<file path="src/sv/nearest_palette_quantizer_assert.svh">
// Assertion macros used by the quantizer RTL.
// Depends on nothing; included by files that carry concurrent checks.
`ifndef NEAREST_PALETTE_QUANTIZER_ASSERT_SVH
`define NEAREST_PALETTE_QUANTIZER_ASSERT_SVH

// Same-cycle implication, disabled during reset.
`define NPQ_ASSERT_IMPLY(label, clk, rst, ante, cons, msg) \
   label: assert property (@(posedge clk) disable iff (rst) (ante) |-> (cons)) \
      else $error(msg);

// Next-cycle implication, disabled during reset.
`define NPQ_ASSERT_NEXT(label, clk, rst, ante, cons, msg) \
   label: assert property (@(posedge clk) disable iff (rst) (ante) |=> (cons)) \
      else $error(msg);

`endif

</file>
<file path="src/sv/npq_ram.sv">
// Generic single-write, single-read synchronous RAM with registered read data.
// Depends on nothing.
module npq_ram #(
   parameter int WIDTH      = 32,
   parameter int DEPTH      = 22,
   parameter int ADDR_WIDTH = (DEPTH > 1) ? $clog2(DEPTH) : 1
) (
   input  logic                  clock,
   input  logic                  wr_en,
   input  logic [ADDR_WIDTH-1:0] wr_addr,
   input  logic [WIDTH-1:0]      wr_data,
   input  logic                  rd_en,
   input  logic [ADDR_WIDTH-1:0] rd_addr,
   output logic [WIDTH-1:0]      rd_data
);

   logic [WIDTH-1:0] mem [DEPTH];
   logic [WIDTH-1:0] rd_data_ff;

   always_ff @(posedge clock) begin
      if (wr_en) begin
         mem[wr_addr] <= wr_data;
      end
      if (rd_en) begin
         rd_data_ff <= mem[rd_addr];
      end
   end

   assign rd_data = rd_data_ff;

endmodule

</file>
<file path="config.mk">
export PLATFORM = sky130hd
export DESIGN_NAME = npq_ram
export DESIGN_NICKNAME = d
export VERILOG_FILES = /design/src/sv/nearest_palette_quantizer_assert.svh /design/src/sv/npq_ram.sv
export SDC_FILE = /design/constraint.sdc
export NUM_CORES = 1
export LEC_CHECK = 0
export BUFFER_PORTS_ARGS = -buffer_cell sky130_fd_sc_hd__buf_2
export CAP_MARGIN = 0
export CORE_ASPECT_RATIO = 1.1
export CORE_UTILIZATION = 45
export CTS_BUF_LIST = sky130_fd_sc_hd__clkbuf_8
export CTS_CLUSTER_SIZE = 10
export DETAILED_ROUTE_END_ITERATION = 7
export GPL_ROUTABILITY_DRIVEN = 1
export GPL_TIMING_DRIVEN = 0
export PLACE_DENSITY = 0.72
export SETUP_SLACK_MARGIN = 0.3
export SLEW_MARGIN = 20
export SYNTH_ARGS = -nofsm -noshare
export SYNTH_HDL_FRONTEND = slang
export SYNTH_SLANG_ARGS = --single-unit
</file>
<file path="constraint.sdc">
create_clock -name clock -period 4.61 [get_ports clock]
set_input_delay 0.461 -clock clock [delete_from_list [all_inputs] [get_ports clock]]
set_output_delay 0.461 -clock clock [all_outputs]
set_load 0.1 [all_outputs]
</file>
==> impl_metrics.json <==
{
  "outcome": "complete, no violations",
  "ant_nets": 0,
  "p_total_mw": 13.3,
  "leakagePower_nw": 10.9,
  "fmax_ghz": 0.485,
  "synth_compound_area_frac": 0.0396,
  "setup_ws_ns": 2.55,
  "vias_per_cell": 5.67,
  "hold_violations": 0,
  "rsz0062_at_grt": "false",
  "hold_path.class": "input pin to flip-flop",
  "path_clk_slew_ns": 0.06,
  "report.final.slew_viol_count": 0,
  "htree_levels": 3,
  "route.vias.total": 14400,
  "synthTopCellsByArea": "edfxtp_1 (78%), mux2i_1 (7.9%), mux4_2 (4.4%), a22oi_1 (2.5%), a211oi_2 (1.3%)",
  "synthMuxAreaShare": 0.131,
  "hp-start": "wr_data[21]",
  "final_common_cell": "edfxtp_1",
  "ctsHoldBuffers": 0,
  "yosysSeqAreaShare": 0.777,
  "relSlewSlack": 0.300,
  "grt_max_degree": 33,
  "mostFrequentLayoutCells": "edfxtp_1 (736), mux2i_1 (224), clkbuf_8 (117)",
  "finalNonFillerCells": 2537,
  "syn_inst": 1396,
  "cp_max_fo": 18,
  "area_growth_pct": 14.9,
  "clock-root-buffer": "clkbuf_8",
  "critical_path_class": "input pin to flip-flop",
  "cp_data_arrival_time_ns": 2.44,
  "worstSetupEndpointType": "flip-flop",
  "yosys.area.top_type": "edfxtp_1",
  "clock_skew_ns": 0.0376,
  "rows": 96,
  "wirelength_um": 65100,
  "grtUsageTotal": 0.204,
  "r2r_slack_ns": 2.82,
  "antenna_found_initial": 2,
  "syn_area_sq_um": 28400,
  "clk_latency_ns": 0.72,
  "yosysUniqueCellTypes": 32,
  "synth_simple_gate_area_frac": 0.0311,
  "synth_warnings": 0,
  "setup_tns_ns": 0,
  "synth_top_family_by_area": "multiplexers",
  "startpoint": "wr_addr[0]",
  "critPathRequiredTime_ns": 4.99,
  "yosys.area.top_type_share": 0.777,
  "max-vdd-ir-drop_uv": 240,
  "drv_cap": 0,
  "place_inst": 2328,
  "grt_pass1_wl_um": 96200,
  "wl_per_cell_um": 25.6,
  "syn_area_per_cell_sq_um": 20.4,
  "grt_pass1_vias": 15000,
  "dr.pass1.iters": 6,
  "place_ws_ns": 1.83,
  "synth-seq-cells": 736,
  "worstReg2RegStart": "mem[13][0]",
  "worst_pin_slew_ns": 1.05,
  "die_w_um": 242,
  "cts.sinks": 736,
  "synthAdderAreaFrac": 0,
  "ios": 77,
  "route.detailed.drc": 0,
  "drive_gt1_frac": 0.236,
  "p_per_area_nw_per_um2": 406,
  "fin_area_sq_um": 32700,
  "overflow": 0,
  "dp_hpwl_um": 41700,
  "setup_violations": 0,
  "clockBufferDepth": 3,
  "fill_cells": 4942,
  "nets": 1655,
  "cts-resized-gates": 0,
  "io_buffers": 75,
  "cts_tree": "done",
  "initial_core_util": 0.455,
  "placed_area_sq_um": 30600,
  "drt_iter0_drc": 1607,
  "core_sq_um": 62500,
  "start_kind": "input pin",
  "die_area_sq_um": 64200,
  "synthXorXnorAreaFrac": 0,
  "post_cts_buffers": 0,
  "min_period_ns": 2.06,
  "fin_crit_sh": 0.448,
  "die_y_um": 266,
  "gp_congestion": 0.767,
  "numCtsBuffers": 112,
  "synth_nets": 1441
}
[metrics by stage]
stage               hold WS, ns   util
finish                    0.177  0.523
global route              0.159  0.523
detailed placement        0.750  0.490
CTS                       0.134  0.522
floorplan                 0.560      -
global placement          0.730  0.478
[kinds of logic (layout without fill, tap and decap cells)]
logic type	count (synthesis)	in the layout
AND/OR/NAND/NOR	170	170
buffers and inverters	74	378
other	0	4
flip-flops	736	736
multiplexers	288	288
AO/OA/AOI/OAI	128	128
[final timing paths]
check,cells after the start,endpoint
worst max-delay path,5,mem[16][6]
worst min-delay path,1,mem[2][21]
worst max register to register,4,rd_data[0]
worst min register to register,4,rd_data[25]
[cells in the mapped netlist]
library cell and number:
edfxtp_1 736, or3b_2 2, buf_1 3, buf_4 8, and2_0 1, buf_2 12, nand3b_1 4, nand3_1 1
a22oi_2 3, nor4bb_1 1, clkbuf_2 1, nor4b_2 2, nor3b_2 1, nand2b_1 1, a211oi_2 30, buf_12 9
mux4_2 56, a211oi_1 2, nand4_1 32, nor4_2 1, mux4_1 8, or3_1 1, a22oi_1 93, nor2b_1 32
clkbuf_1 24, and3b_1 1, buf_6 8, nor2_1 56, clkbuf_4 4, nand2_1 34, mux2i_1 224, buf_8 5
[worst max-delay path, cell delays in order]
cell,delay (ns)
buf_2,0.13
or3b_2,0.46
clkbuf_1,0.34
nor2_4,0.75
buf_12,0.27
[power breakdown]
| group | leakage [nW] | switching [mW] | total [mW] | internal, mW |
|---|---|---|---|---|
| Clock | 1.14 | 2.45 | 4.90 | 2.45 |
| Sequential | 6.65 | 0.0235 | 7.50 | 7.48 |
| Combinational | 3.12 | 0.610 | 0.866 | 0.256 |
[final cells by class]
class                   instances  area [sq um]  area share
diodes                          4          10.0    0.000307
plain buffers                  74           602      0.0184
clock buffers                 117          1610      0.0493
clock inverters                87           410      0.0126
multi-input cells             586          5890       0.180
flip-flops and latches        736         22100       0.677
well taps                     833          1040      0.0319
repair buffers                100           988      0.0303
[layer usage]
| layer | up-vias | GRT usage | share of wire |
|---|---|---|---|
| met5 | - | 0 | 0 |
| met4 | 0 | 0.0735 | 0.025 |
| met3 | 109 | 0.0417 | 0.073 |
| met2 | 597 | 0.339 | 0.50 |
| met1 | 7511 | 0.268 | 0.41 |
| li1 | 6178 | - | - |
[registers in the layout, indices dropped and copies added (netlist names)]
register  cells
mem         704
rd_data      32
(Power assumes the default switching activity.)
